`src/hw/rtl/etsu_pkg.sv`:
```
// types, codes and character helpers for the expression token scanner
// used by every module of the block; depends on nothing
package etsu_pkg;

	localparam int unsigned QDEPTH = 4;
	localparam int unsigned QPTR_W = $clog2(QDEPTH);
	localparam int unsigned QCNT_W = $clog2(QDEPTH + 1);

	localparam logic [7:0] CH_PLUS  = 8'h2B;
	localparam logic [7:0] CH_MINUS = 8'h2D;
	localparam logic [7:0] CH_STAR  = 8'h2A;
	localparam logic [7:0] CH_SLASH = 8'h2F;
	localparam logic [7:0] CH_SEMI  = 8'h3B;
	localparam logic [7:0] CH_LPAR  = 8'h28;
	localparam logic [7:0] CH_RPAR  = 8'h29;
	localparam logic [7:0] CH_COLON = 8'h3A;
	localparam logic [7:0] CH_EQ    = 8'h3D;
	localparam logic [7:0] CH_UNDER = 8'h5F;

	typedef enum logic [1:0] {
		MODE_IDLE  = 2'd0,
		MODE_NUM   = 2'd1,
		MODE_IDENT = 2'd2,
		MODE_COLON = 2'd3
	} mode_t;

	typedef enum logic [3:0] {
		KIND_CONST   = 4'd0,
		KIND_IDENT   = 4'd1,
		KIND_ADD     = 4'd2,
		KIND_MUL     = 4'd3,
		KIND_SEMI    = 4'd4,
		KIND_LPAREN  = 4'd5,
		KIND_RPAREN  = 4'd6,
		KIND_ASSIGN  = 4'd7,
		KIND_INVALID = 4'd8,
		KIND_END     = 4'd9
	} kind_t;

	// one tagged character
	typedef struct packed {
		logic [7:0] ch;
		kind_t      kind;
		logic       first;
		logic       last;
	} res_t;

	// everything one input word produces; r1 only counts when two is set
	typedef struct packed {
		logic two;
		res_t r0;
		res_t r1;
	} pair_t;

	function automatic logic is_digit(input logic [7:0] c);
		return (c >= 8'h30) && (c <= 8'h39);
	endfunction

	function automatic logic is_letter(input logic [7:0] c);
		return ((c >= 8'h61) && (c <= 8'h7A)) || ((c >= 8'h41) && (c <= 8'h5A));
	endfunction

	function automatic logic is_space(input logic [7:0] c);
		return ((c >= 8'h09) && (c <= 8'h0D)) || (c == 8'h20);
	endfunction

	// class of a character that forms a token by itself
	function automatic kind_t single_kind(input logic [7:0] c);
		kind_t k;
		case (c)
			CH_PLUS, CH_MINUS: k = KIND_ADD;
			CH_STAR, CH_SLASH: k = KIND_MUL;
			CH_SEMI:           k = KIND_SEMI;
			CH_LPAR:           k = KIND_LPAREN;
			CH_RPAR:           k = KIND_RPAREN;
			default:           k = KIND_INVALID;
		endcase
		return k;
	endfunction

endpackage

```
`src/hw/rtl/expression_token_scanner_unit.sv`:
```
// Path: an accepted word's results go into the pair queue, then the output register;
// digits, letters and colons wait for the next word to settle their token.
// Throughput: one character per cycle in unless full, one result per cycle out while
// popped; the four-entry pair queue absorbs the burst of a two-result word.
// Reset: arst_n clears the scan mode, held character, queue and output valid flag.
// Holds the top level; depends on etsu_pkg, etsu_front, etsu_queue, etsu_back.
module expression_token_scanner_unit (
	input  logic       clk,
	input  logic       arst_n,
	input  logic       push,
	output logic       full,
	input  logic [7:0] char_code,
	input  logic       end_of_text,
	output logic       empty,
	input  logic       pop,
	output logic [7:0] out_char,
	output logic [3:0] token_kind,
	output logic       token_first,
	output logic       token_last,
	output logic       last_of_run
);
	import etsu_pkg::*;

	logic  q_push, q_pop, q_full, q_empty;
	pair_t q_wdata, q_rdata;

	assign full = q_full;

	etsu_front u_front (
		.clk         (clk),
		.arst_n      (arst_n),
		.push        (push),
		.char_code   (char_code),
		.end_of_text (end_of_text),
		.q_full      (q_full),
		.q_push      (q_push),
		.q_wdata     (q_wdata)
	);

	etsu_queue u_queue (
		.clk    (clk),
		.arst_n (arst_n),
		.push   (q_push),
		.wdata  (q_wdata),
		.pop    (q_pop),
		.full   (q_full),
		.empty  (q_empty),
		.rdata  (q_rdata)
	);

	etsu_back u_back (
		.clk         (clk),
		.arst_n      (arst_n),
		.q_empty     (q_empty),
		.q_rdata     (q_rdata),
		.q_pop       (q_pop),
		.empty       (empty),
		.pop         (pop),
		.out_char    (out_char),
		.token_kind  (token_kind),
		.token_first (token_first),
		.token_last  (token_last),
		.last_of_run (last_of_run)
	);

endmodule

```
`src/hw/rtl/etsu_front.sv`:
```
// front end: accepts characters, tracks the scan mode and the held character,
// and builds the one or two tagged results of each word; uses etsu_pkg
module etsu_front (
	input  logic           clk,
	input  logic           arst_n,
	input  logic           push,
	input  logic [7:0]     char_code,
	input  logic           end_of_text,
	input  logic           q_full,
	output logic           q_push,
	output etsu_pkg::pair_t q_wdata
);
	import etsu_pkg::*;

	mode_t      mode_q, mode_d;
	logic [7:0] held_q, held_d;
	logic       first_q, first_d;

	logic  accept;
	logic  any;
	logic  sc_space, sc_hold, cont;
	mode_t sc_mode;
	res_t  sc_res, flush_res, end_res, r0, r1;
	logic  two;

	assign accept = push && !q_full;

	// classify the incoming character
	always_comb begin
		sc_space = is_space(char_code);
		sc_hold  = is_digit(char_code) || is_letter(char_code) || (char_code == CH_COLON);
		if (is_digit(char_code)) begin
			sc_mode = MODE_NUM;
		end else if (is_letter(char_code)) begin
			sc_mode = MODE_IDENT;
		end else begin
			sc_mode = MODE_COLON;
		end
		sc_res = '{ch: char_code, kind: single_kind(char_code), first: 1'b1, last: 1'b1};
		if (mode_q == MODE_NUM) begin
			cont = is_digit(char_code);
		end else begin
			cont = is_letter(char_code) || is_digit(char_code) || (char_code == CH_UNDER);
		end
	end

	// the held character closing its token
	always_comb begin
		flush_res.ch    = held_q;
		flush_res.last  = 1'b1;
		flush_res.first = (mode_q == MODE_COLON) ? 1'b1 : first_q;
		case (mode_q)
			MODE_NUM:   flush_res.kind = KIND_CONST;
			MODE_IDENT: flush_res.kind = KIND_IDENT;
			default:    flush_res.kind = KIND_INVALID;
		endcase
		end_res = '{ch: 8'd0, kind: KIND_END, first: 1'b1, last: 1'b1};
	end

	// next state
	always_comb begin
		mode_d  = mode_q;
		held_d  = held_q;
		first_d = first_q;
		if (end_of_text) begin
			mode_d  = MODE_IDLE;
			held_d  = 8'd0;
			first_d = 1'b0;
		end else if ((mode_q == MODE_NUM || mode_q == MODE_IDENT) && cont) begin
			held_d  = char_code;
			first_d = 1'b0;
		end else if (mode_q == MODE_COLON && char_code == CH_EQ) begin
			mode_d  = MODE_IDLE;
			held_d  = 8'd0;
			first_d = 1'b0;
		end else if (sc_hold) begin
			mode_d  = sc_mode;
			held_d  = char_code;
			first_d = 1'b1;
		end else begin
			mode_d  = MODE_IDLE;
			held_d  = 8'd0;
			first_d = 1'b0;
		end
	end

	// results of this word
	always_comb begin
		any = 1'b0;
		two = 1'b0;
		r0  = flush_res;
		r1  = sc_res;
		if (end_of_text) begin
			any = 1'b1;
			if (mode_q != MODE_IDLE) begin
				r1  = end_res;
				two = 1'b1;
			end else begin
				r0 = end_res;
			end
		end else begin
			case (mode_q)
				MODE_NUM, MODE_IDENT: begin
					any = 1'b1;
					if (cont) begin
						r0.last = 1'b0;
					end else if (!sc_space && !sc_hold) begin
						two = 1'b1;
					end
				end
				MODE_COLON: begin
					any = 1'b1;
					if (char_code == CH_EQ) begin
						r0  = '{ch: CH_COLON, kind: KIND_ASSIGN, first: 1'b1, last: 1'b0};
						r1  = '{ch: CH_EQ, kind: KIND_ASSIGN, first: 1'b0, last: 1'b1};
						two = 1'b1;
					end else if (!sc_space && !sc_hold) begin
						two = 1'b1;
					end
				end
				default: begin
					if (!sc_space && !sc_hold) begin
						any = 1'b1;
						r0  = sc_res;
					end
				end
			endcase
		end
	end

	assign q_push  = accept && any;
	assign q_wdata = '{two: two, r0: r0, r1: r1};

	// scan state
	always_ff @(posedge clk or negedge arst_n) begin
		if (!arst_n) begin
			mode_q  <= MODE_IDLE;
			held_q  <= 8'd0;
			first_q <= 1'b0;
		end else if (accept) begin
			mode_q  <= mode_d;
			held_q  <= held_d;
			first_q <= first_d;
		end
	end

endmodule

```
`src/hw/rtl/etsu_queue.sv`:
```
// short word queue between front and back end
// holds result pairs in flip-flops; uses etsu_pkg
module etsu_queue (
	input  logic            clk,
	input  logic            arst_n,
	input  logic            push,
	input  etsu_pkg::pair_t wdata,
	input  logic            pop,
	output logic            full,
	output logic            empty,
	output etsu_pkg::pair_t rdata
);
	import etsu_pkg::*;

	pair_t             mem_q [QDEPTH];
	logic [QPTR_W-1:0] wr_ptr_q, rd_ptr_q;
	logic [QCNT_W-1:0] count_q;
	logic              do_push, do_pop;

	assign full    = (count_q == QCNT_W'(QDEPTH));
	assign empty   = (count_q == '0);
	assign do_push = push && !full;
	assign do_pop  = pop && !empty;
	assign rdata   = mem_q[rd_ptr_q];

	// storage
	always_ff @(posedge clk) begin
		if (do_push) begin
			mem_q[wr_ptr_q] <= wdata;
		end
	end

	// pointers and fill count
	always_ff @(posedge clk or negedge arst_n) begin
		if (!arst_n) begin
			wr_ptr_q <= '0;
			rd_ptr_q <= '0;
			count_q  <= '0;
		end else begin
			if (do_push) begin
				wr_ptr_q <= wr_ptr_q + QPTR_W'(1);
			end
			if (do_pop) begin
				rd_ptr_q <= rd_ptr_q + QPTR_W'(1);
			end
			if (do_push && !do_pop) begin
				count_q <= count_q + QCNT_W'(1);
			end else if (do_pop && !do_push) begin
				count_q <= count_q - QCNT_W'(1);
			end
		end
	end

endmodule

```
`src/hw/rtl/etsu_back.sv`:
```
// back end: splits queued pairs into single results into an output register
// uses etsu_pkg
module etsu_back (
	input  logic            clk,
	input  logic            arst_n,
	input  logic            q_empty,
	input  etsu_pkg::pair_t q_rdata,
	output logic            q_pop,
	output logic            empty,
	input  logic            pop,
	output logic [7:0]      out_char,
	output logic [3:0]      token_kind,
	output logic            token_first,
	output logic            token_last,
	output logic            last_of_run
);
	import etsu_pkg::*;

	res_t out_q;
	logic run_last_q;
	logic valid_q;
	logic phase_q;
	logic load;
	res_t pick;

	// refill the output register when it is empty or being taken
	assign load  = !q_empty && (!valid_q || pop);
	assign pick  = phase_q ? q_rdata.r1 : q_rdata.r0;
	assign q_pop = load && (!q_rdata.two || phase_q);

	always_ff @(posedge clk) begin
		if (load) begin
			out_q      <= pick;
			run_last_q <= !q_rdata.two || phase_q;
		end
	end

	always_ff @(posedge clk or negedge arst_n) begin
		if (!arst_n) begin
			valid_q <= 1'b0;
			phase_q <= 1'b0;
		end else if (load) begin
			valid_q <= 1'b1;
			phase_q <= q_rdata.two && !phase_q;
		end else if (pop) begin
			valid_q <= 1'b0;
		end
	end

	assign empty       = !valid_q;
	assign out_char    = out_q.ch;
	assign token_kind  = out_q.kind;
	assign token_first = out_q.first;
	assign token_last  = out_q.last;
	assign last_of_run = run_last_q;

endmodule

```
`config.mk`:
```
export PLATFORM = sky130hd
export DESIGN_NAME = expression_token_scanner_unit
export DESIGN_NICKNAME = d
export VERILOG_FILES = /design/src/hw/rtl/etsu_pkg.sv /design/src/hw/rtl/expression_token_scanner_unit.sv /design/src/hw/rtl/etsu_front.sv /design/src/hw/rtl/etsu_queue.sv /design/src/hw/rtl/etsu_back.sv
export SDC_FILE = /design/constraint.sdc
export NUM_CORES = 1
export LEC_CHECK = 0
export BUFFER_PORTS_ARGS = -buffer_cell sky130_fd_sc_hd__buf_4
export CORE_AREA = 5 5 143 145
export CTS_BUF_LIST = sky130_fd_sc_hd__clkbuf_4 sky130_fd_sc_hd__clkbuf_8
export CTS_CLUSTER_SIZE = 40
export DETAILED_ROUTE_END_ITERATION = 16
export DIE_AREA = 0 0 148 150
export MAX_ROUTING_LAYER = met4
export PLACE_DENSITY = 0.57
export SETUP_SLACK_MARGIN = 0.5
export SYNTH_ARGS = -nofsm -noshare
export SYNTH_HDL_FRONTEND = slang
export SYNTH_SLANG_ARGS = --single-unit
```
`constraint.sdc`:
```
create_clock -name clk -period 2.55 [get_ports clk]
set_input_delay 0.6375 -clock clk [delete_from_list [all_inputs] [get_ports clk]]
set_output_delay 0.6375 -clock clk [all_outputs]
set_load 0.01 [all_outputs]
```
==> results of run 1 <==
[flip-flops by register name, summed over array words and instances (netlist names)]
| signal | cells |
|---|---|
| u_back.last_of_run | 1 |
| u_back.out_char | 8 |
| u_back.phase_q | 1 |
| u_back.token_first | 1 |
| u_back.token_kind | 4 |
| u_back.token_last | 1 |
| u_back.valid_q | 1 |
| u_front.first_q | 1 |
| u_front.held_q | 8 |
| u_front.mode_q | 2 |
| u_queue.count_q | 3 |
| u_queue.mem_q | 112 |
| u_queue.rd_ptr_q | 2 |
| u_queue.wr_ptr_q | 2 |
[layout by cell type (no fill, tap or decap), drive strengths merged, types with 4 or more instances in the layout]
cell type	synthesis	final
dfrtp	20	20
edfxtp	127	127
nor3	4	4
inv	20	23
clkbuf	19	25
a21o	5	5
buf	6	120
ha	10	10
o211ai	5	5
mux4	28	28
o21ai	10	10
and3	7	7
nand2	36	36
nor2	17	18
o41ai	8	8
nand3	7	7
o311ai	5	5
nand4	10	10
clkinv	0	7
a21oi	23	23
mux2	15	15
[routing by layer]
| layer | up-vias | GRT usage (%) |
|---|---|---|
| met2 | 142 | 25.1 |
| met3 | 19 | 3.94 |
| met1 | 2243 | 20.9 |
| met5 | - | - |
| met4 | 0 | 4.53 |
| li1 | 1941 | - |
[cells in the mapped netlist, types with 2 or more instances]
cell type	count
nor2b_1	2
and3_1	7
o21a_1	3
and2_1	3
ha_1	10
inv_1	20
o221ai_1	2
clkbuf_1	19
edfxtp_1	127
dfrtp_1	20
nand2_1	36
a21oi_1	23
mux4_2	28
o211ai_1	5
nand3_1	7
nand2b_1	3
or4_1	2
xor2_1	3
o21ai_0	10
mux2_2	15
nand4_1	10
buf_2	3
xnor2_1	3
nor2_1	16
o41ai_1	8
o31ai_1	3
nor3_1	4
a21o_1	4
o311ai_1	3
o311ai_0	2
buf_1	3
[critical path, delay by kind of cell]
| kind | cells | cell delay (ns) |
|---|---|---|
| muxes | 1 | 0.28 |
| AOI/OAI and AO/OA | 1 | 0.23 |
| and+or+nand+nor | 3 | 0.83 |
| adders and majority gates | 2 | 0.56 |
| buffers and inverters | 5 | 0.41 |
[power by group through the flow]
stage	Clock [mW]	Sequential [mW]	Combinational (mW)
finish	1.74	3.47	3.39
global route	1.90	3.51	3.63
CTS	1.79	3.46	3.16
detailed placement	0	3.51	2.64
global placement	0	3.48	2.59
floorplan	0	3.54	1.58
[logic make-up after synthesis]
family                     Yosys count  synth area share (%)
AOI/OAI and AO/OA                   77                  8.74
xor gates and xnor gates             6                 0.800
adders and majority gates           11                  2.21
buffers and inverters               45                  2.63
DFF                                147                  65.7
muxes                               44                  12.3
and+or+nand+nor                     99                  7.60
[how the worst min path moves through the flow]
stage / endpoint / start / slack [ns]
after floorplan: u_back.phase_q / arst_n / 0.34
after detailed placement: u_queue.count_q[2] / u_queue.count_q[2] / 0.49
after global placement: u_queue.count_q[2] / u_queue.count_q[2] / 0.47
after global routing: u_back.phase_q / arst_n / 0.06
final: u_back.phase_q / arst_n / 0.08
after CTS: u_back.phase_q / arst_n / 0.06
[area by class of cell]
cell class | count | area [µm²] | share of cell area [%]
Clock inverter | 14 | 136 | 1.52
Clock buffer | 18 | 241 | 2.69
Timing Repair Buffer | 127 | 1530 | 17.0
Tap cell | 238 | 298 | 3.32
Multi-Input combinational cell | 238 | 2380 | 26.5
Sequential cell | 147 | 4320 | 48.1
Inverter | 20 | 75.1 | 0.836
[timing repair]
action | in CTS | in global routing
buffers inserted | 14 | 6
cloned | 9 | 7
setup endpoints to repair | 170 | 183
resized for setup | 26 | 38
pin swaps | 11 | 17
==> impl_metrics.toml, run 1 <==
[synthesis]
synth_cell_types = 56
ys.flop_type = "edfxtp_1"
syn_area_um2 = 6570
synthArstFlopShare_pct = 13.6
netlist_instances = 429
avgSynthCellArea_um2 = 15.3
ys_seq_elements = 147
synth.yosys.seq_area_share_pct = 65.7
yosysTopAreaCellShare_pct = 58.1
synth_edf_count = 127
synth.area.top_cells = "edfxtp_1 58%, mux4_2 9.6%, dfrtp_1 7.6%, mux2_2 2.6%, nand2_1 2.1%"
yosysTopAreaCell = "edfxtp_1"
syn_nets = 453
ys_warn_count = 0

[cts]
h-tree-depth = 4
ctsRootBufferMaster = "clkbuf_8"
clk_latency_ns = 0.44
cts.hold.buffers_added = 0
clockBufferDepth = 2
cts.sinks = 147
clkTransAtPathRegs_ns = 0.08
cts_tree = "done"
numCtsBuffers = 17

[global_route]
grt_overflow_total = 0
track_usage_pct = 16.0
grt_pass1_wl_um = 25700
grt_pass1_vias = 4358
grt_max_degree = 30
antenna_found_initial = 0

[timing]
setup-tns-final_ns = -0.0724
fin_worst_skew_ns = 0.0101
tightest_slew_ns = 0.432
fin_crit_sh_pct = 103
max_slew_margin_pct = 71.2
setup_viol = 2
max_freq_mhz = 382
rsz0062_at_grt = "yes"
fin_ws_ns = -0.0698
slew_violations = 0
finalHoldViolations = 0
timing.final.crit_period_ns = 2.62
hold_ws_ns = 0.0831

[floorplan]
die_x_um = 148
start_util_pct = 34.4
num_rows = 51
die_h_um = 150
ioPinCount = 30
die_area_um2 = 22200
core_um2 = 19100

[status]
status = "finished with violations"
violations = "setup timing"

[critical_path]
startpoint = "char_code[4]"
max_stage_delay_ns = 0.54
worst_r2r_path_depth = 8
r2r-start = "u_queue.rd_ptr_q[0]"
path_max_fanout = 3
required_ns = 2.88
crit_path_start_kind = "input pin"
worstPathArrival_ns = 2.95
critPathSlowestCell = "or4_4"
critPathCapture = "u_queue.count_q[1]"
crit_path_cell_trace = "buf_6, buf_4, buf_6, or4_4, o211ai_1, nand4_1, nand2_2, inv_2, ha_4, inv_2, fa_2, mux2_4"
reg2reg_slack_ns = 0.23
r2r-end = "u_queue.count_q[1]"
criticalPathCategory = "in2reg"
endpoint_kind = "flip-flop"

[routing]
wire_per_inst_um = 21.3
vias = 4345
wl_met2_um = 8410
drtIter0Drc = 327
drtPass1Iterations = 5
viasPerCell = 5.42
maxUsedRoutingLayer = "met4"
drc = 0
wl_met1_um = 7570
routed_wl_um = 17100
ant_nets = 0
met3_length_um = 780

[job]
maxCapViolations = 0

[placed_design]
placed_cell_area_um2 = 7660
dp_cells = 734
post-place-ws_ns = -0.507
gp_congestion = 0.944
hpwlAfterDp_um = 10500
io_buffers = 29

[power_and_ir_drop]
irDropWorstVdd_v = 0.000575
internal_power_mw = 6.04
seq_power_share_pct = 40.3
cellPowerDensity_nw_per_um2 = 958
power_mw = 8.60
pwr-share-clk_pct = 20.3
leakage_nw = 3.30
swShare_pct = 29.8
switchingPower_mw = 2.56
p_comb_share_pct = 39.4

[cells_and_area]
finalCoreUtilization_pct = 47.0
stdcell_count = 802
design_area_um2 = 8970
area.growth.synth_to_final_pct = 36.7
nets = 575
diodes = 0
nFillCells = 1639
final_layout_size_suffix_gt1_share_pct = 45.0

[hold_path]
hold_path.class = "in2async"
No activity file was read; power rests on OpenSTA's default activity.
==> run 2: changes to the inputs <==
CORE_AREA = 5 5 135 137   (was 5 5 143 145)
DIE_AREA = 0 0 140 142   (was 0 0 148 150)
PLACE_DENSITY = 0.62   (was 0.57)
==> impl_metrics.toml, run 2 (synthesized netlist as in run 1, its figures left out) <==
[critical_path]
startpoint = "char_code[4]"
worstPathArrival_ns = 2.72
crit_family = "simple AND/OR/NAND/NOR gates"
r2r-start = "u_queue.rd_ptr_q[0]"
path_max_fanout = 4
endpoint_kind = "flip-flop"
crit_path_cell_trace = "buf_6, or4_4, buf_4, buf_6, or4_4, a21o_4, a2111oi_4, a311oi_4"
required_ns = 2.72
crit_path_start_kind = "input pin"
critPathSlowestCell = "or4_4"
worst-path-buf-inv = 3
max_stage_delay_ns = 0.54
criticalPathCategory = "in2reg"

[timing]
finalHoldViolations = 0
max_slew_margin_pct = 70.3
fin_ws_ns = -0.00148
setup_viol = 3
tightest_slew_ns = 0.446
hold_ws_ns = 0.0671
slew_violations = 0
fin_worst_skew_ns = 0.0123
fin_crit_sh_pct = 100
max_freq_mhz = 392
rsz0062_at_grt = "yes"
timing.final.crit_period_ns = 2.55

[global_route]
grt_pass1_wl_um = 23700
grt_pass1_vias = 4270
grt_max_degree = 30
grt_overflow_total = 0
track_usage_pct = 16.3
antenna_found_initial = 0

[routing]
ant_nets = 0
viasPerCell = 5.41
routed_wl_um = 15300
wire_per_inst_um = 20.1
drtPass1Iterations = 5
vias = 4109
drc = 0
drtIter0Drc = 266

[floorplan]
num_rows = 48
core_um2 = 16900
start_util_pct = 38.8
die_x_um = 140
die_area_um2 = 19900
die_h_um = 142
ioPinCount = 30

[cts]
cts_tree = "done"
h-tree-depth = 4
clockBufferDepth = 2
ctsRootBufferMaster = "clkbuf_8"
numCtsBuffers = 17
clkTransAtPathRegs_ns = 0.08
cts.sinks = 147
clk_latency_ns = 0.45
cts.hold.buffers_added = 0

[cells_and_area]
stdcell_count = 760
final_common_cell = "edfxtp_1"
nFillCells = 1465
largest_reg_flops = 112
nets = 546
finalCoreUtilization_pct = 48.8
final_cell_mix = "127 x edfxtp_1, 81 x buf_4, 34 x nand2_1"
area.growth.synth_to_final_pct = 25.7
final_layout_size_suffix_gt1_share_pct = 40.4
largest-register = "u_queue.mem_q"
diodes = 0

[status]
status = "finished with violations"
violations = "setup timing"

[placed_design]
dp_cells = 716
hpwlAfterDp_um = 9990
gp_congestion = 0.942
io_buffers = 29

[power_and_ir_drop]
irDropWorstVdd_v = 0.000564
power_mw = 7.89
cellPowerDensity_nw_per_um2 = 955
leakage_nw = 3.00

[hold_path]
hold_path.class = "in2async"

[job]
maxCapViolations = 0
[run 2: cell count changes in the layout (fill, tap and decap cells not counted), sizes merged]
cell and change:
clkbuf -2, buf -22, clkinv -1, bufinv -1
inv -3
[run 2: final timing paths]
kind / endpoint / slack (ns) / cells past startpoint
max in group asynchronous: u_queue.rd_ptr_q[0] / 2.24 / 1
min: u_back.phase_q / 0.07 / 1
max: u_queue.mem_q[1][16] / -0.001 / 8
min in group clk: u_back.valid_q / 0.39 / 2
min reg2reg: u_queue.count_q[2] / 0.50 / 1
max reg2reg: u_queue.count_q[1] / 0.23 / 8
[run 2: final cells by class]
class	count	area (µm²)	area share, %
Sequential cell	147	4320	52.3
Multi-Input combinational cell	238	2320	28.2
Timing Repair Buffer	98	878	10.6
Clock buffer	23	298	3.61
Tap cell	225	282	3.41
Clock inverter	9	81.3	0.985
Inverter	20	77.6	0.939
[run 2: worst reg2reg max path: stages (launching register included)]
cell and delay (ns):
dfrtp_2 0.39, mux4_2 0.53, nand2b_1 0.11, and2_1 0.19, inv_1 0.10, ha_4 0.18, inv_4 0.05, fa_2 0.41
mux2_4 0.27
[run 2: layer usage]
layer / vias to the layer above / global-route usage [%] / wire (µm) / part of all wire, %
met3: 27 / 3.36 / 732 / 4.8
met1: 2083 / 20.5 / 6530 / 43
met2: 117 / 25.5 / 7500 / 49
met4: 0 / 7.90 / 492 / 3.2
li1: 1882 / - / - / -
met5: - / - / 0 / 0
[run 2: timing repair]
| action | CTS | global route |
|---|---|---|
| pin swaps | 11 | 9 |
| resized for setup | 18 | 15 |
| endpoints found under the hold margin | 0 | 0 |
| setup endpoints to repair | 172 | 177 |
| setup buffers | 5 | 6 |
| cloned | 1 | 0 |
[run 2: through the flow]
step	setup slack (ns)	setup TNS, ns	area (µm²)
6_report	-0.00148	-0.00434	8260
5_1_grt	-0.0346	-0.0522	8260
4_1_cts	0.0600	0	8140
3_5_place_dp	-0.457	-29.42	7610
3_3_place_gp	-0.415	-24.27	7610
2_1_floorplan	-0.396	-13.23	6690
[run 2: report_power, final]
group          internal (mW)  switching [mW]
registers               3.29           0.177
clock network          0.874           0.820
logic                   1.38            1.34
total                   5.55            2.34
==> run 3: changes to the inputs <==
--- a/config.mk
+++ b/config.mk
@@ -19 +19,2 @@
 export SYNTH_SLANG_ARGS = --single-unit
+export TNS_END_PERCENT = 1
--- a/constraint.sdc
+++ b/constraint.sdc
@@ -3,2 +3,2 @@
 set_output_delay 0.6375 -clock clk [all_outputs]
-set_load 0.01 [all_outputs]
+set_load 0.05 [all_outputs]
==> impl_metrics.toml, run 3 (synthesized netlist as in run 1, its figures left out) <==
[timing]
tightest_slew_ns = 0.554
fin_crit_sh_pct = 101
fin_worst_skew_ns = 0.00578
fin_ws_ns = -0.0227
rsz0062_at_grt = "yes"
timing.final.crit_period_ns = 2.57
finalHoldViolations = 0
slew_violations = 0
max_slew_margin_pct = 62.7
max_freq_mhz = 389
setup_viol = 1
setup-tns-final_ns = -0.0227

[routing]
ant_nets = 0
wire_per_inst_um = 20.0
routed_wl_um = 14900
vias = 4033
drtPass1Iterations = 5
drtIter0Drc = 449
viasPerCell = 5.42
drc = 0

[cells_and_area]
largest_reg_flops = 112
final_common_cell = "edfxtp_1"
design_area_um2 = 7890
diodes = 0
largest-register = "u_queue.mem_q"
final_cell_mix = "127 x edfxtp_1, 77 x buf_4, 35 x nand2_1"
nets = 531
final_layout_size_suffix_gt1_share_pct = 35.6
area.growth.synth_to_final_pct = 20.2

[critical_path]
required_ns = 2.92
critPathSlowestCell = "or4_4"
crit_top_cell = "xor2_1"
r2r-end = "u_queue.count_q[1]"
worstPathArrival_ns = 2.94
endpoint_kind = "flip-flop"
worst-path-buf-inv = 3
crit_path_start_kind = "input pin"
r2r-start = "u_front.mode_q[1]"
crit_family = "simple AND/OR/NAND/NOR gates"
path_max_fanout = 3
criticalPathCategory = "in2reg"
worst_r2r_path_depth = 10
crit_path_cell_trace = "buf_6, or4_4, o32a_1, a41oi_2, nand2_1, inv_1, ha_2, inv_2, fa_2, xor2_1, nor2_1, xor2_1"
worstSetupPathDepth = 12
max_stage_delay_ns = 0.54
reg2reg_slack_ns = 0.24

[global_route]
grt_overflow_total = 0
antenna_found_initial = 0
grt_max_degree = 30
track_usage_pct = 16.3
grt_pass1_wl_um = 24000
grt_pass1_vias = 4347

[cts]
cts_tree = "done"
ctsRootBufferMaster = "clkbuf_8"
clockBufferDepth = 2
h-tree-depth = 4
clk_latency_ns = 0.44
cts.hold.buffers_added = 0
cts.sinks = 147
numCtsBuffers = 17
clkTransAtPathRegs_ns = 0.08

[placed_design]
io_buffers = 29
gp_congestion = 0.934
hpwlAfterDp_um = 9580
post-place-ws_ns = -0.517
placed_cell_area_um2 = 7450

[floorplan]
die_h_um = 142
ioPinCount = 30
start_util_pct = 38.8
core_um2 = 16900
die_x_um = 140
die_area_um2 = 19900
num_rows = 48

[hold_path]
hold_path.class = "in2async"

[power_and_ir_drop]
irDropWorstVdd_v = 0.000621
cellPowerDensity_nw_per_um2 = 1010
leakage_nw = 2.82

[job]
maxCapViolations = 0

[status]
violations = "setup timing"
status = "finished with violations"
[run 3: changes by cell type in the layout (fill, tap and decap cells not counted), sizes merged]
cell and delta:
clkbuf -3, buf -14, nor2 -1, clkinv +2
[run 3: worst max-delay path by stage]
| stage | end | from | slack, ns |
|---|---|---|---|
| 2_1_floorplan | u_queue.count_q[2] | char_code[4] | -0.45 |
| 3_3_place_gp | u_queue.count_q[2] | char_code[4] | -0.46 |
| 3_5_place_dp | u_queue.count_q[2] | char_code[4] | -0.52 |
| 4_1_cts | u_queue.count_q[2] | char_code[4] | -0.01 |
| 5_1_grt | u_queue.count_q[2] | char_code[4] | -0.13 |
| 6_report | u_queue.count_q[2] | char_code[4] | -0.02 |
[run 3: what timing repair did]
item | CTS | global route
endpoints found under the setup margin | 185 | 184
pin swaps | 8 | 3
buffers inserted | 0 | 0
cloned | 0 | 0
resized for setup | 16 | 3
[run 3: cell type report]
class	instances	area (µm²)
flip-flops and latches	147	4320
repair buffers	84	692
fillers	1511	9040
multi-input cells	237	2180
clock buffers	20	256
well taps	225	282
clock inverters	11	90.1
inverters	20	75.1
[run 3: per-layer routing]
layer / track usage [%] / routed length [µm] / vias to the layer above
met1: 20.6 / 6490 / 2052
met3: 2.69 / 578 / 23
li1: - / - / 1837
met5: - / 0 / -
met4: 6.88 / 367 / 0
met2: 26.2 / 7470 / 121
[run 3: worst reg2reg max path: cells and delay by family, from the launching register on]
kind	cells	cell delay [ns]
fa+ha+maj	3	0.83
simple gates	3	0.42
flops	1	0.41
mux	1	0.27
buf+inv	3	0.26
[run 3: stage by stage]
step                std cells  power [mW]  utilization [%]  hold WS [ns]
floorplan                 429        5.49                -         0.342
finish                    744        8.01             46.6        0.0704
global route              744        8.45             46.6        0.0627
global placement          713        6.37             44.0         0.468
detailed placement        713        6.46             44.0         0.480
CTS                       744        8.12             46.5        0.0452
[run 3: where the power goes]
group / total [mW] / switching [mW] / internal [mW] / leakage [nW]
Clock: 1.61 / 0.824 / 0.784 / 0.177
Combinational: 2.94 / 1.68 / 1.25 / 1.21
Sequential: 3.46 / 0.170 / 3.29 / 1.43
